<file path="config.mk">
export PLATFORM = sky130hd
export DESIGN_NAME = wpa_rsn_element_parser
export DESIGN_NICKNAME = d
export VERILOG_FILES = /design/src/wrsn_pkg.sv /design/src/wrsn_parse.sv /design/src/wrsn_out.sv /design/src/wpa_rsn_element_parser.sv
export SDC_FILE = /design/constraint.sdc
export NUM_CORES = 1
export LEC_CHECK = 0
export ABC_AREA = 1
export BUFFER_PORTS_ARGS = -buffer_cell sky130_fd_sc_hd__buf_2
export CORE_ASPECT_RATIO = 0.7
export CORE_UTILIZATION = 54
export DETAILED_ROUTE_END_ITERATION = 6
export PLACE_DENSITY = 0.76
export SYNTH_ARGS = -nofsm -noshare
export SYNTH_HDL_FRONTEND = slang
export SYNTH_SLANG_ARGS = --single-unit
</file>
<file path="constraint.sdc">
create_clock -name i_clk -period 3.3 [get_ports i_clk]
set_clock_uncertainty 0.2 [all_clocks]
set_input_delay 0.165 -clock i_clk [delete_from_list [all_inputs] [get_ports i_clk]]
set_output_delay 0.165 -clock i_clk [all_outputs]
set_load 0.1 [all_outputs]
</file>
<file path="src/wrsn_pkg.sv">
// Shared types, constants and helpers for the WPA/RSN element parser.
// No dependencies; used by wrsn_parse, wrsn_out and wpa_rsn_element_parser.
package wrsn_pkg;

    // element ids
    localparam logic [7:0] ID_RSN    = 8'h30;
    localparam logic [7:0] ID_VENDOR = 8'hdd;
    localparam logic [7:0] WPA_TYPE  = 8'h01;

    // OUI bytes
    localparam logic [7:0] OUI_B0     = 8'h00;
    localparam logic [7:0] WPA_OUI_B1 = 8'h50;
    localparam logic [7:0] WPA_OUI_B2 = 8'hf2;
    localparam logic [7:0] RSN_OUI_B1 = 8'h0f;
    localparam logic [7:0] RSN_OUI_B2 = 8'hac;

    // parse stage codes
    localparam logic [3:0] ST_HEADER = 4'd0;
    localparam logic [3:0] ST_VOUI   = 4'd1;
    localparam logic [3:0] ST_VER    = 4'd2;
    localparam logic [3:0] ST_GROUP  = 4'd3;
    localparam logic [3:0] ST_PCNT   = 4'd4;
    localparam logic [3:0] ST_PLIST  = 4'd5;
    localparam logic [3:0] ST_ACNT   = 4'd6;
    localparam logic [3:0] ST_ALIST  = 4'd7;
    localparam logic [3:0] ST_CAPS   = 4'd8;
    localparam logic [3:0] ST_DONE   = 4'd9;
    localparam logic [3:0] ST_REJECT = 4'd15;

    localparam logic [8:0] POS_MAX = 9'd511;

    // result codes
    localparam logic [1:0] KIND_OTHER   = 2'd0;
    localparam logic [1:0] KIND_BAD     = 2'd1;
    localparam logic [1:0] KIND_WPA     = 2'd2;
    localparam logic [1:0] KIND_RSN     = 2'd3;

    localparam logic [1:0] GRP_ABSENT   = 2'd0;
    localparam logic [1:0] GRP_DEFAULT  = 2'd1;
    localparam logic [1:0] GRP_PROPR    = 2'd2;
    localparam logic [1:0] GRP_STD      = 2'd3;

    localparam logic [1:0] PW_NONE      = 2'd0;
    localparam logic [1:0] PW_DEFAULT   = 2'd1;
    localparam logic [1:0] PW_TRUNC     = 2'd2;
    localparam logic [1:0] PW_COMPLETE  = 2'd3;

    localparam logic [1:0] AKM_ABSENT   = 2'd0;
    localparam logic [1:0] AKM_TRUNC    = 2'd1;
    localparam logic [1:0] AKM_COMPLETE = 2'd2;

    // parser state after the current byte, as seen by the result stage
    typedef struct packed {
        logic [7:0]  elem_id;
        logic [3:0]  stage;
        logic [15:0] version;
        logic [7:0]  grp_type;
        logic        grp_prop;
        logic [15:0] pw_count;
        logic [7:0]  pw_mask;
        logic [15:0] akm_count;
        logic [4:0]  akm_mask;
        logic        cap_bit0;
    } t_parse_view;

    // expected OUI byte of a cipher/AKM suite
    function automatic logic [7:0] suite_oui(input logic is_rsn, input logic [1:0] idx);
        logic [7:0] r;
        unique case (idx)
            2'd0:    r = OUI_B0;
            2'd1:    r = is_rsn ? RSN_OUI_B1 : WPA_OUI_B1;
            2'd2:    r = is_rsn ? RSN_OUI_B2 : WPA_OUI_B2;
            default: r = 8'h00;
        endcase
        return r;
    endfunction

endpackage

</file>
<file path="src/wrsn_parse.sv">
// Byte-at-a-time parse state of the WPA/RSN element parser.
// Depends on wrsn_pkg; exposes the post-byte state to wrsn_out.
module wrsn_parse (
    input  logic                  i_clk,
    input  logic                  i_rst_n,
    input  logic                  i_accept,
    input  logic [7:0]            i_element_byte,
    input  logic                  i_last_byte,
    output wrsn_pkg::t_parse_view o_view
);

    logic [8:0]  r_pos, n_pos;
    logic [7:0]  r_id, n_id;
    logic [7:0]  r_len, n_len;
    logic [3:0]  r_stage, n_stage;
    logic [8:0]  r_fstart, n_fstart;
    logic        r_oui, n_oui;
    logic [7:0]  r_stype, n_stype;
    logic [15:0] r_remain, n_remain;
    logic [15:0] r_version, n_version;
    logic [7:0]  r_grp_type, n_grp_type;
    logic        r_grp_prop, n_grp_prop;
    logic [15:0] r_pw_count, n_pw_count;
    logic [7:0]  r_pw_mask, n_pw_mask;
    logic [15:0] r_akm_count, n_akm_count;
    logic [4:0]  r_akm_mask, n_akm_mask;
    logic        r_cap, n_cap;

    logic [8:0]  idx;
    logic [1:0]  sidx;
    logic [8:0]  pos_inc;
    logic        in_elem;
    logic [7:0]  exp_oui;
    logic        suite_done;
    logic [15:0] cnt_full;
    logic [15:0] rem_dec;
    logic [2:0]  mask_bit;
    logic [7:0]  b;

    always_comb begin
        b          = i_element_byte;
        idx        = r_pos - r_fstart;
        sidx       = idx[1:0];
        pos_inc    = r_pos + 9'd1;
        in_elem    = {1'b0, r_pos} < ({2'b00, r_len} + 10'd2);
        exp_oui    = wrsn_pkg::suite_oui(r_id == wrsn_pkg::ID_RSN, sidx);
        suite_done = (sidx == 2'd3);
        cnt_full   = r_remain | {b, 8'h00};
        rem_dec    = r_remain - 16'd1;
        mask_bit   = 3'd0;

        n_pos       = r_pos;
        n_id        = r_id;
        n_len       = r_len;
        n_stage     = r_stage;
        n_fstart    = r_fstart;
        n_oui       = r_oui;
        n_stype     = r_stype;
        n_remain    = r_remain;
        n_version   = r_version;
        n_grp_type  = r_grp_type;
        n_grp_prop  = r_grp_prop;
        n_pw_count  = r_pw_count;
        n_pw_mask   = r_pw_mask;
        n_akm_count = r_akm_count;
        n_akm_mask  = r_akm_mask;
        n_cap       = r_cap;

        // OUI tracking shared by all suite fields
        if (r_stage == wrsn_pkg::ST_GROUP || r_stage == wrsn_pkg::ST_PLIST ||
            r_stage == wrsn_pkg::ST_ALIST) begin
            if (sidx == 2'd0) begin
                n_oui = (b == exp_oui);
            end else if (!suite_done) begin
                n_oui = r_oui && (b == exp_oui);
            end else begin
                n_stype = b;
            end
        end

        if (r_pos == 9'd0) begin
            n_id = b;
        end else if (r_pos == 9'd1) begin
            n_len = b;
            if (r_id == wrsn_pkg::ID_VENDOR) begin
                n_stage  = wrsn_pkg::ST_VOUI;
                n_fstart = pos_inc;
            end else if (r_id == wrsn_pkg::ID_RSN) begin
                n_stage  = wrsn_pkg::ST_VER;
                n_fstart = pos_inc;
            end else begin
                n_stage = wrsn_pkg::ST_DONE;
            end
        end else if (in_elem) begin
            unique case (r_stage)
                wrsn_pkg::ST_VOUI: begin
                    if (idx < 9'd3) begin
                        n_oui = r_oui && (b == wrsn_pkg::suite_oui(1'b0, idx[1:0]));
                    end else if (r_oui && b == wrsn_pkg::WPA_TYPE) begin
                        n_stage  = wrsn_pkg::ST_VER;
                        n_fstart = pos_inc;
                    end else begin
                        n_stage = wrsn_pkg::ST_REJECT;
                    end
                end
                wrsn_pkg::ST_VER: begin
                    if (idx == 9'd0) begin
                        n_version = r_version | {8'h00, b};
                    end else begin
                        n_version = r_version | {b, 8'h00};
                        n_stage   = wrsn_pkg::ST_GROUP;
                        n_fstart  = pos_inc;
                    end
                end
                wrsn_pkg::ST_GROUP: begin
                    if (suite_done) begin
                        if (r_oui) begin
                            n_grp_type = r_grp_type | b;
                        end else begin
                            n_grp_prop = 1'b1;
                        end
                        n_stage  = wrsn_pkg::ST_PCNT;
                        n_fstart = pos_inc;
                    end
                end
                wrsn_pkg::ST_PCNT, wrsn_pkg::ST_ACNT: begin
                    if (idx == 9'd0) begin
                        n_remain = {8'h00, b};
                    end else begin
                        n_remain = cnt_full;
                        n_fstart = pos_inc;
                        if (r_stage == wrsn_pkg::ST_PCNT) begin
                            n_pw_count = r_pw_count | cnt_full;
                            n_stage    = (cnt_full == 16'd0) ? wrsn_pkg::ST_ACNT
                                                             : wrsn_pkg::ST_PLIST;
                        end else begin
                            n_akm_count = r_akm_count | cnt_full;
                            n_stage     = (cnt_full == 16'd0) ? wrsn_pkg::ST_CAPS
                                                              : wrsn_pkg::ST_ALIST;
                        end
                    end
                end
                wrsn_pkg::ST_PLIST, wrsn_pkg::ST_ALIST: begin
                    if (suite_done) begin
                        if (r_stage == wrsn_pkg::ST_PLIST) begin
                            if (!r_oui)        mask_bit = 3'd7;
                            else if (b < 8'd6) mask_bit = b[2:0];
                            else               mask_bit = 3'd6;
                            n_pw_mask = r_pw_mask | (8'd1 << mask_bit);
                        end else begin
                            if (!r_oui)        mask_bit = 3'd4;
                            else if (b < 8'd3) mask_bit = b[2:0];
                            else               mask_bit = 3'd3;
                            n_akm_mask = r_akm_mask | (5'd1 << mask_bit);
                        end
                        n_remain = rem_dec;
                        n_fstart = pos_inc;
                        if (rem_dec == 16'd0) begin
                            n_stage = (r_stage == wrsn_pkg::ST_PLIST) ? wrsn_pkg::ST_ACNT
                                                                      : wrsn_pkg::ST_CAPS;
                        end
                    end
                end
                wrsn_pkg::ST_CAPS: begin
                    n_cap   = r_cap | b[0];
                    n_stage = wrsn_pkg::ST_DONE;
                end
                default: begin
                end
            endcase
        end

        if (r_pos != wrsn_pkg::POS_MAX) begin
            n_pos = pos_inc;
        end
    end

    always_comb begin
        o_view.elem_id   = n_id;
        o_view.stage     = n_stage;
        o_view.version   = n_version;
        o_view.grp_type  = n_grp_type;
        o_view.grp_prop  = n_grp_prop;
        o_view.pw_count  = n_pw_count;
        o_view.pw_mask   = n_pw_mask;
        o_view.akm_count = n_akm_count;
        o_view.akm_mask  = n_akm_mask;
        o_view.cap_bit0  = n_cap;
    end

    // the element restarts after the buffer's last byte
    always_ff @(posedge i_clk) begin
        if (!i_rst_n || (i_accept && i_last_byte)) begin
            r_pos       <= '0;
            r_id        <= '0;
            r_len       <= '0;
            r_stage     <= wrsn_pkg::ST_HEADER;
            r_fstart    <= '0;
            r_oui       <= 1'b1;
            r_stype     <= '0;
            r_remain    <= '0;
            r_version   <= '0;
            r_grp_type  <= '0;
            r_grp_prop  <= 1'b0;
            r_pw_count  <= '0;
            r_pw_mask   <= '0;
            r_akm_count <= '0;
            r_akm_mask  <= '0;
            r_cap       <= 1'b0;
        end else if (i_accept) begin
            r_pos       <= n_pos;
            r_id        <= n_id;
            r_len       <= n_len;
            r_stage     <= n_stage;
            r_fstart    <= n_fstart;
            r_oui       <= n_oui;
            r_stype     <= n_stype;
            r_remain    <= n_remain;
            r_version   <= n_version;
            r_grp_type  <= n_grp_type;
            r_grp_prop  <= n_grp_prop;
            r_pw_count  <= n_pw_count;
            r_pw_mask   <= n_pw_mask;
            r_akm_count <= n_akm_count;
            r_akm_mask  <= n_akm_mask;
            r_cap       <= n_cap;
        end
    end

`ifndef SYNTHESIS
    a_restart: assert property (@(posedge i_clk) disable iff (!i_rst_n)
        (i_accept && i_last_byte) |=> (r_pos == 9'd0 && r_stage == wrsn_pkg::ST_HEADER))
        else $error("parser did not restart after last byte");

    a_header_pos: assert property (@(posedge i_clk) disable iff (!i_rst_n)
        (r_stage == wrsn_pkg::ST_HEADER) |-> (r_pos <= 9'd1))
        else $error("header stage past the length byte");

    a_pos_step: assert property (@(posedge i_clk) disable iff (!i_rst_n)
        (i_accept && !i_last_byte && r_pos != wrsn_pkg::POS_MAX)
        |=> (r_pos == $past(r_pos) + 9'd1))
        else $error("byte position did not advance");

    a_pw_mask_stage: assert property (@(posedge i_clk) disable iff (!i_rst_n)
        (r_pw_mask != 8'd0) |-> (r_stage >= wrsn_pkg::ST_PLIST && r_stage <= wrsn_pkg::ST_DONE))
        else $error("pairwise mask set outside suite list");
`endif

endmodule

</file>
<file path="src/wrsn_out.sv">
// Summary formatting and result register of the WPA/RSN element parser.
// Depends on wrsn_pkg; fed by wrsn_parse through t_parse_view.
module wrsn_out (
    input  logic                  i_clk,
    input  logic                  i_rst_n,
    input  logic                  i_load,
    input  wrsn_pkg::t_parse_view i_view,
    input  logic                  i_out_ready,
    output logic                  o_free,
    output logic                  o_out_valid,
    output logic [1:0]            o_element_kind,
    output logic [15:0]           o_version,
    output logic [1:0]            o_group_state,
    output logic [7:0]            o_group_cipher,
    output logic [1:0]            o_pairwise_state,
    output logic [15:0]           o_pairwise_count,
    output logic [7:0]            o_pairwise_mask,
    output logic [1:0]            o_akm_state,
    output logic [15:0]           o_akm_count,
    output logic [4:0]            o_akm_mask,
    output logic                  o_preauth,
    output logic                  o_caps_present
);

    logic        r_valid;
    logic [1:0]  r_kind, n_kind;
    logic [15:0] r_version, n_version;
    logic [1:0]  r_gstate, n_gstate;
    logic [7:0]  r_gcipher, n_gcipher;
    logic [1:0]  r_pstate, n_pstate;
    logic [15:0] r_pcount, n_pcount;
    logic [7:0]  r_pmask, n_pmask;
    logic [1:0]  r_astate, n_astate;
    logic [15:0] r_acount, n_acount;
    logic [4:0]  r_amask, n_amask;
    logic        r_preauth, n_preauth;
    logic        r_caps, n_caps;
    logic        parsed;
    logic [3:0]  st;

    always_comb begin
        st     = i_view.stage;
        parsed = (st >= wrsn_pkg::ST_GROUP) && (st <= wrsn_pkg::ST_DONE);

        if (i_view.elem_id == wrsn_pkg::ID_RSN) begin
            n_kind = parsed ? wrsn_pkg::KIND_RSN : wrsn_pkg::KIND_BAD;
        end else if (i_view.elem_id == wrsn_pkg::ID_VENDOR) begin
            n_kind = parsed ? wrsn_pkg::KIND_WPA : wrsn_pkg::KIND_BAD;
        end else begin
            n_kind = wrsn_pkg::KIND_OTHER;
        end

        n_version = '0;
        n_gstate  = wrsn_pkg::GRP_ABSENT;
        n_gcipher = '0;
        n_pstate  = wrsn_pkg::PW_NONE;
        n_pcount  = '0;
        n_pmask   = '0;
        n_astate  = wrsn_pkg::AKM_ABSENT;
        n_acount  = '0;
        n_amask   = '0;
        n_preauth = 1'b0;
        n_caps    = 1'b0;

        if (n_kind == wrsn_pkg::KIND_WPA || n_kind == wrsn_pkg::KIND_RSN) begin
            n_version = i_view.version;
            if (st < wrsn_pkg::ST_PCNT) begin
                n_gstate = wrsn_pkg::GRP_DEFAULT;
            end else if (i_view.grp_prop) begin
                n_gstate = wrsn_pkg::GRP_PROPR;
            end else begin
                n_gstate  = wrsn_pkg::GRP_STD;
                n_gcipher = i_view.grp_type;
            end

            if (st <= wrsn_pkg::ST_PCNT) begin
                n_pstate = wrsn_pkg::PW_DEFAULT;
            end else begin
                n_pcount = i_view.pw_count;
                if (st == wrsn_pkg::ST_PLIST) begin
                    n_pstate = wrsn_pkg::PW_TRUNC;
                end else begin
                    n_pstate = wrsn_pkg::PW_COMPLETE;
                    n_pmask  = i_view.pw_mask;
                end
            end

            if (st >= wrsn_pkg::ST_ALIST) begin
                n_acount = i_view.akm_count;
                if (st == wrsn_pkg::ST_ALIST) begin
                    n_astate = wrsn_pkg::AKM_TRUNC;
                end else begin
                    n_astate = wrsn_pkg::AKM_COMPLETE;
                    n_amask  = i_view.akm_mask;
                end
            end

            if (st == wrsn_pkg::ST_DONE) begin
                n_caps    = 1'b1;
                n_preauth = i_view.cap_bit0;
            end
        end
    end

    assign o_free = !r_valid || i_out_ready;

    always_ff @(posedge i_clk) begin
        if (!i_rst_n) begin
            r_valid <= 1'b0;
        end else if (i_load) begin
            r_valid <= 1'b1;
        end else if (i_out_ready) begin
            r_valid <= 1'b0;
        end
    end

    always_ff @(posedge i_clk) begin
        if (i_load) begin
            r_kind    <= n_kind;
            r_version <= n_version;
            r_gstate  <= n_gstate;
            r_gcipher <= n_gcipher;
            r_pstate  <= n_pstate;
            r_pcount  <= n_pcount;
            r_pmask   <= n_pmask;
            r_astate  <= n_astate;
            r_acount  <= n_acount;
            r_amask   <= n_amask;
            r_preauth <= n_preauth;
            r_caps    <= n_caps;
        end
    end

    assign o_out_valid      = r_valid;
    assign o_element_kind   = r_kind;
    assign o_version        = r_version;
    assign o_group_state    = r_gstate;
    assign o_group_cipher   = r_gcipher;
    assign o_pairwise_state = r_pstate;
    assign o_pairwise_count = r_pcount;
    assign o_pairwise_mask  = r_pmask;
    assign o_akm_state      = r_astate;
    assign o_akm_count      = r_acount;
    assign o_akm_mask       = r_amask;
    assign o_preauth        = r_preauth;
    assign o_caps_present   = r_caps;

endmodule

</file>
<file path="src/wpa_rsn_element_parser.sv">
// Top level of the WPA/RSN information element parser.
// Depends on wrsn_pkg, wrsn_parse and wrsn_out.
//
// Usage:
//   Input channel (i_in_valid / o_in_ready) carries one element byte per
//   transaction, i_last_byte marking the final byte of the buffer.
//   Output channel (o_out_valid / i_out_ready) carries one summary per
//   buffer, produced for the transaction that has i_last_byte set.
//   Throughput: one byte per cycle unless a last byte is held (see below);
//   the parse state advances with an update of counters and compares per byte.
//   Latency: the summary is valid the cycle after the last byte is taken.
//   Reset (i_rst_n low, synchronous) returns the parser to the header
//   stage and empties the result register.
//   Receiver stall: the result register holds the summary. Bytes that are
//   not last keep flowing; a last byte waits (o_in_ready low) only while
//   the result register is full and not being taken that cycle.
//   After each summary the parser restarts for the next element.
module wpa_rsn_element_parser (
    input  logic        i_clk,
    input  logic        i_rst_n,
    input  logic        i_in_valid,
    output logic        o_in_ready,
    input  logic [7:0]  i_element_byte,
    input  logic        i_last_byte,
    output logic        o_out_valid,
    input  logic        i_out_ready,
    output logic [1:0]  o_element_kind,
    output logic [15:0] o_version,
    output logic [1:0]  o_group_state,
    output logic [7:0]  o_group_cipher,
    output logic [1:0]  o_pairwise_state,
    output logic [15:0] o_pairwise_count,
    output logic [7:0]  o_pairwise_mask,
    output logic [1:0]  o_akm_state,
    output logic [15:0] o_akm_count,
    output logic [4:0]  o_akm_mask,
    output logic        o_preauth,
    output logic        o_caps_present
);

    wrsn_pkg::t_parse_view view;
    logic                  out_free;
    logic                  accept;
    logic                  load;

    assign o_in_ready = out_free || !i_last_byte;
    assign accept     = i_in_valid && o_in_ready;
    assign load       = accept && i_last_byte;

    wrsn_parse u_parse (
        .i_clk          (i_clk),
        .i_rst_n        (i_rst_n),
        .i_accept       (accept),
        .i_element_byte (i_element_byte),
        .i_last_byte    (i_last_byte),
        .o_view         (view)
    );

    wrsn_out u_out (
        .i_clk            (i_clk),
        .i_rst_n          (i_rst_n),
        .i_load           (load),
        .i_view           (view),
        .i_out_ready      (i_out_ready),
        .o_free           (out_free),
        .o_out_valid      (o_out_valid),
        .o_element_kind   (o_element_kind),
        .o_version        (o_version),
        .o_group_state    (o_group_state),
        .o_group_cipher   (o_group_cipher),
        .o_pairwise_state (o_pairwise_state),
        .o_pairwise_count (o_pairwise_count),
        .o_pairwise_mask  (o_pairwise_mask),
        .o_akm_state      (o_akm_state),
        .o_akm_count      (o_akm_count),
        .o_akm_mask       (o_akm_mask),
        .o_preauth        (o_preauth),
        .o_caps_present   (o_caps_present)
    );

endmodule
</file>
Word level (Yosys, flattened, before mapping)
Cells that the tools add are included.
Widths: inputs -> output; s select.

storage, ports and cells
  register bits = 206
  latch bits = 0
  RAM bits = 0
  memory bits (read-only) = 0
  bits of input ports = 13
  output and inout port bits = 81
  word-level logic and storage cells = 248
  memories kept = 0

operators by class
  $add $sub $neg = 4
  $mul = 0
  div/mod/pow operators = 0
  magnitude comparators = 9
  eq/ne operators = 31
  shift-type cells = 2
  multiplexer cells = 120
  bitwise operators = 13
  reduce and logical (&&, ||, !) cells = 39

operators with widths
  operator               count
  $mux 16                19
  $mux 8                 18
  $mux 9                 8
  $or 16x16->16          4
  $mux 4                 15
  $mux 3                 16
  $logic_not 16->1       2
  $pmux 16 s2            1
  $pmux 8 s2             2
  $mux 5                 6
  $pmux 9 s3             1
  $mux 1                 25
  $eq 4x3->1 const B     6
  $pmux 4 s6             1
  $logic_not 9->1        2
  $eq 8x6->1 const B     2
  $eq 8x8->1             2
  $eq 8x8->1 const B     2
  $or 16x8->16           1
  $or 8x8->8             2
  $sub 16x1->16 const B  1
  $reduce_or 3->1        5
  $mux 7                 2
  $mux 2                 6
  40 further kinds       69

Longest topological paths before layout
Gate-level depths: netlist of run 1.

  word-level depth = 18
  depth in mapped cells = 29
  gate-level depth less buffers = 28

By module
From an unflattened synthesis of run 1, not the netlist that was laid out.

second synthesis, totals
  cell total of the unflattened synthesis = 1436
  area, all modules = 11035.6 um^2

modules (own cells, without submodules)
  module                  times used  cells an instance  area an instance (um^2)  seq. area each (um^2)
  wrsn_parse              1           1146               7772.5                   2522.4
  wrsn_out                1           284                3234.4                   2392.3
  wpa_rsn_element_parser  1           6                  28.8                     0.0

Worst setup path before layout of run 1
No wires, ideal clock.

  path kind = reg-to-reg
  start = reg u_out.r_valid (netlist: u_out.o_out_valid)
  end = reg u_out.r_acount[0] (netlist: u_out.o_akm_count[0]), enable pin
  library setup time = 0.434 ns
  arrival time = 3.697 ns
  data required time = 2.666 ns
  path slack = -1.030 ns
  stages on the path, launching flop included = 8
  path buffers = 0
  clock period less this slack = 4.330 ns
  path through = dfxtp_1 -> inv_1 -> nor2_1 -> nand2_1 -> nand2_1 -> inv_1 -> nand2_1 -> inv_1

between the ends
  cells in the longest elaborated chain, start to end = 5

ends and longest elaborated chain
  what                    line                          source
  start, declared         wrsn_out.sv:25                logic r_valid;
  start signal, assigned  wrsn_out.sv:109               r_valid <= 1'b0;
  start signal, assigned  wrsn_out.sv:111               r_valid <= 1'b1;
  start signal, assigned  wrsn_out.sv:113               r_valid <= 1'b0;
  $logic_not 1->1         wrsn_out.sv:105               assign o_free = !r_valid || i_out_ready;
  $logic_or 1x1->1        wrsn_out.sv:105
  $logic_or 1x1->1        wpa_rsn_element_parser.sv:46  assign o_in_ready = out_free || !i_last_byte;
  named net o_in_ready    wpa_rsn_element_parser.sv:22  output logic o_in_ready,
  $logic_and 1x1->1       wpa_rsn_element_parser.sv:47  assign accept = i_in_valid && o_in_ready;
  $logic_and 1x1->1       wpa_rsn_element_parser.sv:48  assign load = accept && i_last_byte;
  named net load          wpa_rsn_element_parser.sv:44  logic load;
  end signal, assigned    wrsn_out.sv:127               r_acount <= n_acount;
  end, declared           wrsn_out.sv:34                logic [15:0] r_acount, n_acount;

The timed path passes the listed nets, and every way through them passes these cells.
A chain may end at the register's enable or synchronous reset.

Worst setup path after layout of run 1
  start = reg u_parse.r_len[1]
  end = reg u_out.r_pcount[14] (netlist: u_out.o_pairwise_count[14]), data pin

between the ends
  cells in the longest elaborated chain, start to end = 14
  elaborated cells on any way between the ends = 21
  those cells by class = add/sub: 1; order compare: 4; eq/ne: 2; mux: 10; bitwise: 1; reduce/logical: 3

ends and longest elaborated chain
  what                                      line               source
  start, declared                           wrsn_parse.sv:14   logic [7:0] r_len, n_len;
  start signal, assigned                    wrsn_parse.sv:213  r_len <= n_len;
  $add 8x2->9 *                             wrsn_parse.sv:45   in_elem = {1'b0, r_pos} < ({2'b00, r_len} + 10'd2);
  $lt 9x10->1 *                             wrsn_parse.sv:45
  $mux 4                                    wrsn_parse.sv:94   end else if (in_elem) begin
  $mux 4                                    wrsn_parse.sv:83   end else if (r_pos == 9'd1) begin
  $mux 4                                    wrsn_parse.sv:81   if (r_pos == 9'd0) begin
  $ge 4x2->1 or $le 4x4->1 (tied branches)  wrsn_out.sv:43     parsed = (st >= wrsn_pkg::ST_GROUP) && (st <= wrsn_pkg::ST_DONE);
  $logic_and 1x1->1                         wrsn_out.sv:43
  $mux 2                                    wrsn_out.sv:48     n_kind = parsed ? wrsn_pkg::KIND_WPA : wrsn_pkg::KIND_BAD;
  $mux 2                                    wrsn_out.sv:47     end else if (i_view.elem_id == wrsn_pkg::ID_VENDOR) begin
  $mux 2                                    wrsn_out.sv:45     if (i_view.elem_id == wrsn_pkg::ID_RSN) begin
  $eq 2x2->1                                wrsn_out.sv:65     if (n_kind == wrsn_pkg::KIND_WPA || n_kind == wrsn_pkg::KIND_RSN) begin
  $logic_or 1x1->1                          wrsn_out.sv:65
  $not 1->1 (no source line)                --
  $reduce_or 2->1 (no source line)          --
  end signal, assigned                      wrsn_out.sv:124    r_pcount <= n_pcount;
  end, declared                             wrsn_out.sv:31     logic [15:0] r_pcount, n_pcount;

Every way passes the cells marked *; elsewhere a longest branch is shown, timed or not.

==> results.yml, run 1 <==
run_status:
  status: "finished with violations"
  violations_in_the_final_reports: "negative setup slack"
synthesis:
  synth_top_family_by_area: "simple AND/OR/NAND/NOR gates"
  synth_xor_xnor_area_share_pct: 1.78
  synth-simple-area-share_pct: 23.0
  ys_seq_elements: 206
  synth-compound-area-share_pct: 15.7
  yosys.area_share.adder_pct: 3.54
  synth.yosys.seq_area_share_pct: 45.4
  muxShareOfSynthArea_pct: 0
  cells_after_synth: 1369
  synth.lib_cells_used.distinct: 55
  synth_nets: 1412
  post-synth-top-area-fraction_pct: 23.5
  synth.top_cells.by_area: "dfxtp_1 23%, edfxtp_1 22%, inv_1 7.8%, nand2_1 6.8%, nor2_1 6.1%"
  synth-async-reset-ratio_pct: 0
  synth.cell_area_um2: 10800
  synth_enable_flop_cells: 79
  synth_largest_area_cell: "dfxtp_1"
  syn_area_per_cell_um2: 7.91
  ys_dominant_reg_cell: "dfxtp_1"
  yosysWarningCount: 0
floorplanning:
  design.core.area_um2: 19300
  core.rowCount: 42
  pin_count: 94
  die_height_um: 120
  die_width_um: 171
  design.die.area_um2: 20600
  floorplan.initialDensity_pct: 56.2
grt:
  first_global_vias: 9514
  wire_length_of_the_first_global_routing_pass_um: 49800
  grt_max_degree: 80
  grt_remaining_overflow: 0
  gr-usage-all-layers_pct: 30.8
  antenna_found_initial: 1
route:
  post_drt_via_cell_ratio: 5.58
  route.detailed.drc: 0
  num_vias: 10457
  detail_route.first_pass.iterations: 5
  ant_nets: 0
  wire_per_inst_um: 18.0
  totalWireLength_um: 33700
  drt_initial_violations: 1169
clock_network:
  cts.path.max_buffers: 3
  clock_sink_count: 206
  tritoncts_buffers: 21
  clock_tree.htree_level_count: 1
  cts_tree: "built"
  clk_lat_worst_skew_ns: 0.49
  root_buffer: "clkbuf_16"
  path_clk_slew_ns: 0.07
pwr:
  ir_drop_v: 0.000408
  fin_total_pwr_mw: 6.84
  power.leakage_nw: 5.93
  power-per-cell-area_nw_per_um2: 472
timing:
  timing_hold_violations_final: 0
  final_max_slew_viol_count: 0
  max-slew-margin-rel_pct: 30.8
  max_slew.worst_pin.slew_ns: 1.04
  rsz0062_at_grt: "true"
  timing.final.crit_share_pct: 112
  post-route-worst-setup-slack_ns: -0.411
  final.setup.tns_ns: -29.07
  timing.fmax_mhz: 269
  finalSetupViolCount: 144
  final_period_minus_worst_setup_slack_ns: 3.71
layout:
  areaGrowthSynthToFinish_pct: 33.9
  layout-drive-gt1-share_pct: 34.8
  finalInstanceArea_um2: 14500
  finish.cell_count_without_fillers: 1873
  diodes: 0
  num-nets-final: 1638
  fill_cells: 1336
worst_setup_path:
  critical_path_peak_fanout: 7
  critPathRequiredTime_ns: 3.44
  worstSetupPathType: "reg2reg"
  critical_path_arrival_ns: 3.85
  cp-start-kind: "flop"
  crit_path_end_kind: "flop"
place:
  dp.final_hpwl_um: 21900
  port_buffers: 93
  dp.cells: 1800
  placedInstanceArea_um2: 12400
  gp_routability_congestion: 0.970
worst_hold_path:
  holdCritPathClass: "in2reg"
flow_run:
  max_cap_violations: 0
==> per-layer routing <==
layer / vias up / track usage, % / wire (um)
li1: 4978 / - / -
met1: 4909 / 45.8 / 14900
met2: 504 / 45.5 / 14700
met3: 66 / 6.25 / 3300
met4: 0 / 7.70 / 785
met5: - / 0 / 0
==> final timing paths <==
kind                                  startpoint                         end  slack [ns]  cells after the start
worst max-delay path            u_parse.r_len[1]  u_out.o_pairwise_count[14]       -0.41                     21
worst min-delay path                  i_in_valid             u_parse.r_id[0]        0.04                      4
worst max register to register  u_parse.r_len[1]  u_out.o_pairwise_count[14]       -0.41                     21
worst min register to register  u_parse.r_len[0]            u_parse.r_len[0]        0.25                      2
==> layout make-up <==
cell class	instances	area [um2]	area share, %
clock buffer	27	568	3.92
clock inverter	10	85.1	0.587
inverter	234	918	6.33
multi-input combinational	879	5760	39.7
sequential	206	4930	34.0
tap	264	330	2.28
timing repair buffer	251	1900	13.1
timing repair inverter	2	15.0	0.104
==> through the flow <==
step | hold slack, ns | util (%) | setup WS [ns]
after floorplan | 0.0735 | - | -0.0503
after global placement | 0.189 | 64.5 | -0.290
after detailed placement | 0.199 | 64.5 | -0.397
after CTS | 0.0328 | 70.5 | -0.274
after global routing | 0.0736 | 75.2 | -0.528
final | 0.0385 | 75.2 | -0.411
==> cells in the final DEF (no fill, tap or decap), types with 19 or more instances in the layout <==
cell type    n
ha_1        27
o21ai_2     26
clkbuf_16   22
nor2_1     133
a21oi_1     67
a21oi_2     24
a211oi_2    31
nor2_4      19
buf_2       93
nor3_2      27
buf_4      117
inv_2       40
dfxtp_1    122
o21ai_0     89
nand2_1    183
edfxtp_1    79
nor2_2      34
nand3_1     39
inv_1      185
==> repair_timing <==
item / 4_1_cts / 5_1_grt
hold buffers: 10 / 0
endpoints found under the setup margin: 150 / 164
resized for setup: 89 / 243
hold endpoints to repair: 21 / 0
pin swaps: 11 / 33
gates cloned: 4 / 2
setup buffers: 14 / 6
==> power breakdown <==
group          switching (mW)  total, mW  internal (mW)
clock                    1.01       2.31           1.30
combinational            1.25       1.80          0.555
sequential             0.0332       2.73           2.69
total                    2.29       6.84           4.55
==> critical path, cell delays in order (launching register included) <==
cell and delay (ns):
dfxtp_4 0.38, ha_4 0.14, nand3_4 0.08, nor3_4 0.12
xor2_1 0.16, ha_1 0.26, a21o_1 0.17, a21oi_1 0.11
a21boi_2 0.17, nand2_2 0.09, a21oi_2 0.15, inv_2 0.10
a21oi_1 0.22, o21ai_2 0.11, a21oi_2 0.22, nand2_2 0.10
nand2_2 0.09, nand2_4 0.09, inv_8 0.10, nand2_8 0.11
clkbuf_16 0.19, nor3_2 0.16
==> synthesized netlist by cell type (2+ instances only) <==
| cell type | number |
|---|---|
| inv_1 | 224 |
| nand2_1 | 195 |
| nor2_1 | 176 |
| o21ai_0 | 131 |
| dfxtp_1 | 127 |
| a21oi_1 | 93 |
| edfxtp_1 | 79 |
| nand3_1 | 44 |
| clkbuf_1 | 39 |
| a211oi_1 | 36 |
| nor3_2 | 30 |
| ha_1 | 29 |
| nor3_1 | 19 |
| xor2_1 | 17 |
| a31oi_1 | 13 |
| nand4_1 | 10 |
| nor2_2 | 10 |
| nor4_1 | 10 |
| inv_2 | 7 |
| nand2_2 | 7 |
| nand3_2 | 7 |
| o211ai_1 | 7 |
| buf_6 | 5 |
| xnor2_1 | 5 |
| nand2_4 | 4 |
| o21ai_1 | 4 |
| o31ai_1 | 4 |
| buf_2 | 3 |
| nand3b_1 | 3 |
| a311oi_1 | 2 |
| buf_4 | 2 |
| buf_8 | 2 |
| clkinv_1 | 2 |
| nor4_2 | 2 |
==> kinds of logic (layout without fill, tap and decap cells) <==
family,count (synthesis),count (layout)
DFF,206,206
adders and majority gates,30,30
AOI/OAI and AO/OA,302,302
buffers and inverters,285,524
and+or+nand+nor,524,525
xor gates and xnor gates,22,22
==> registers in the layout, summed over array words and instances, names as in the netlist, 4 cells and up <==
signal                  count
u_out.o_pairwise_count     16
u_parse.r_len               8
u_out.o_akm_mask            5
u_parse.r_akm_mask          5
u_parse.r_pw_count         16
u_out.o_pairwise_mask       8
u_parse.r_stage             4
u_out.o_version            16
u_out.o_group_cipher        8
u_parse.r_remain           16
u_parse.r_version          16
u_out.o_akm_count          16
u_parse.r_pw_mask           8
u_parse.r_fstart            9
u_parse.r_grp_type          8
u_parse.r_pos               9
u_parse.r_akm_count        16
u_parse.r_id                8
Note: power is estimated with default switching activity, not from simulation.
==> inputs of run 2 (changes only) <==
CORE_UTILIZATION = 40   (was 54)
PLACE_DENSITY = 0.59   (was 0.76)
==> run 2 against run 1 <==
Against the previous run: the flow still finishes with violations (negative setup slack); flip-flop and latch count stayed put; worst hold slack improved by 0.039 ns; critical path depth stayed put; cell area increased by 4.2%; non-clock buffer count up 51; register-to-register slack improved by 0.10 ns; combinational power grew 4%; critical path type unchanged.
==> results.yml, run 2 (synthesis results as in run 1) <==
timing:
  final.setup.tns_ns: -22.81
  timing_hold_violations_final: 0
  fin_worst_hold_slack_ns: 0.0771
  finalSetupViolCount: 124
  rsz0062_at_grt: "true"
  max_slew.worst_pin.slew_ns: 0.555
  timing.final.crit_share_pct: 109
  timing.fmax_mhz: 277
  max-slew-margin-rel_pct: 62.7
  final_max_slew_viol_count: 0
  final_period_minus_worst_setup_slack_ns: 3.61
  post-route-worst-setup-slack_ns: -0.309
worst_setup_path:
  critPathRequiredTime_ns: 3.48
  worstSetupPathType: "reg2reg"
  r2r_slack_ns: -0.31
  crit_path_end_kind: "flop"
  critical_path_arrival_ns: 3.79
  critical_path.cell_chain: "ha_4 > nand3_2 > nor3_2 > xor2_1 > ha_1 > a21o_1 > a21oi_2 > a21boi_2 > nand2_2 > a21oi_4 > inv_4 > a211oi_2 > buf_4 > a21oi_4 > nand2_4 > inv_4 > nand2_4 > nand2_8 > nor2_8 > nand3_4 > nor2_4"
  worstReg2RegStart: "u_parse.r_len[1]"
  critical_path.reg2reg.endpoint: "u_out.o_group_cipher[1]"
  critPathSlowestCell: "dfxtp_4"
  critical_path_peak_fanout: 8
  cp-start-kind: "flop"
  max_stage_delay_ns: 0.36
  worst-r2r-cell-count: 21
route:
  detail_route.first_pass.iterations: 5
  totalWireLength_um: 34400
  ant_nets: 0
  num_vias: 10294
  wire_per_inst_um: 17.0
  top_layer: "met4"
  route.detailed.drc: 0
  met1Wirelength_um: 17100
  met2WireLength_um: 13800
  wl_met3_um: 2890
  drt_initial_violations: 849
  post_drt_via_cell_ratio: 5.10
floorplanning:
  pin_count: 94
  die_height_um: 140
  design.die.area_um2: 27700
  floorplan.initialDensity_pct: 41.5
  die_width_um: 199
  design.core.area_um2: 26100
  core.rowCount: 49
worst_hold_path:
  holdCritPathClass: "in2reg"
  whs_endpoint: "u_parse.r_id[7]"
  min_path_cells: 7
  hp-start: "i_out_ready"
layout:
  layout_commonest_cell: "inv_1"
  diodes: 0
  sequential_cell_area_um2: 4920
  fill_cells: 2369
  areaGrowthSynthToFinish_pct: 39.5
  num-nets-final: 1688
  multi_input_area_um2: 5760
  layout-drive-gt1-share_pct: 36.3
  final_util_pct: 57.9
  layout_common_cells: "186 x inv_1, 179 x nand2_1, 164 x buf_4, 135 x nor2_1, 123 x dfxtp_1"
grt:
  antenna_found_initial: 0
  wire_length_of_the_first_global_routing_pass_um: 52500
  first_global_vias: 9634
  gr-usage-all-layers_pct: 24.1
  grt_remaining_overflow: 0
  grt_max_degree: 49
clock_network:
  cts_tree: "built"
  tritoncts_buffers: 22
  clk_lat_worst_skew_ns: 0.52
  clock_sink_count: 206
  root_buffer: "clkbuf_16"
  path_clk_slew_ns: 0.06
  cts.path.max_buffers: 3
  clock_tree.htree_level_count: 1
pwr:
  power.leakage_nw: 6.18
  ir_drop_v: 0.000339
  power-per-cell-area_nw_per_um2: 469
flow_run:
  max_cap_violations: 0
place:
  place_worst_setup_slack_ns: -0.411
  port_buffers: 93
  dp.final_hpwl_um: 23900
  gp_routability_congestion: 0.927
run_status:
  violations_in_the_final_reports: "negative setup slack"
  status: "finished with violations"
-- run 2: changes by cell type in the layout (fill, tap and decap cells not counted), sizes merged --
cell	previous run	this run
buf	240	283
inv	230	233
dlygate4sd3	10	14
clkinv	8	9
clkinvlp	7	1
clkbuf	28	36
bufinv	1	0
-- run 2: worst max-delay path by stage --
stage | slack (ns) | depth (start not counted) | startpoint | endpoint
finish | -0.31 | 21 | u_parse.r_len[1] | u_out.o_group_cipher[1]
global route | -0.52 | 23 | u_parse.r_pos[0] | u_out.o_pairwise_count[10]
CTS | -0.25 | 22 | u_parse.r_len[1] | u_out.o_pairwise_count[14]
detailed placement | -0.41 | 24 | u_parse.r_pos[0] | u_out.o_akm_count[15]
global placement | -0.32 | 18 | u_parse.r_remain[1] | u_out.o_akm_count[15]
floorplan | -0.05 | 21 | u_parse.r_len[1] | u_out.o_pairwise_mask[0]
-- run 2: per-stage QoR --
step	instance area, um2	power [mW]	cells
2_1_floorplan	10900	3.77	1369
6_report	15100	7.08	2018
3_5_place_dp	12900	4.31	1934
3_3_place_gp	12900	4.31	1934
4_1_cts	14100	6.94	2000
5_1_grt	15100	7.36	2018
-- run 2: where the power goes --
group          switching [mW]  total [mW]  internal, mW
Clock                    1.07        2.49          1.41
Sequential             0.0298        2.72          2.69
Combinational            1.25        1.87         0.624
Total                    2.35        7.08          4.73
-- run 2: routing by layer --
layer	vias up	global-route usage (%)
li1	5075	-
met1	4838	37.9
met2	345	33.3
met3	36	5.19
met4	0	4.62
met5	-	0
-- run 2: cell type report --
type / instances / share of cell area (%)
Multi-Input combinational cell: 879 / 38.1
Sequential cell: 206 / 32.6
Timing Repair Buffer: 302 / 15.6
Inverter: 234 / 6.02
Clock buffer: 31 / 4.41
Tap cell: 357 / 2.96
Clock inverter: 9 / 0.348
-- run 2: worst max-delay path, delay by kind of cell, from the launching register on --
kind                     cells  cell delay, ns
buffers and inverters        3            0.29
adder cells (fa/ha/maj)      2            0.38
AND/OR/NAND/NOR              9            1.14
AO/OA/AOI/OAI                6            0.93
flip-flops                   1            0.36
XOR/XNOR                     1            0.17
-- run 2: what timing repair did --
item                                    in CTS  in global routing
endpoints found under the hold margin       17                  1
pin swaps                                   11                 27
resized for setup                           84                235
cloned                                       0                  7
buffers inserted                            14                 10
hold buffers                                13                  1
endpoints found under the setup margin     140                160
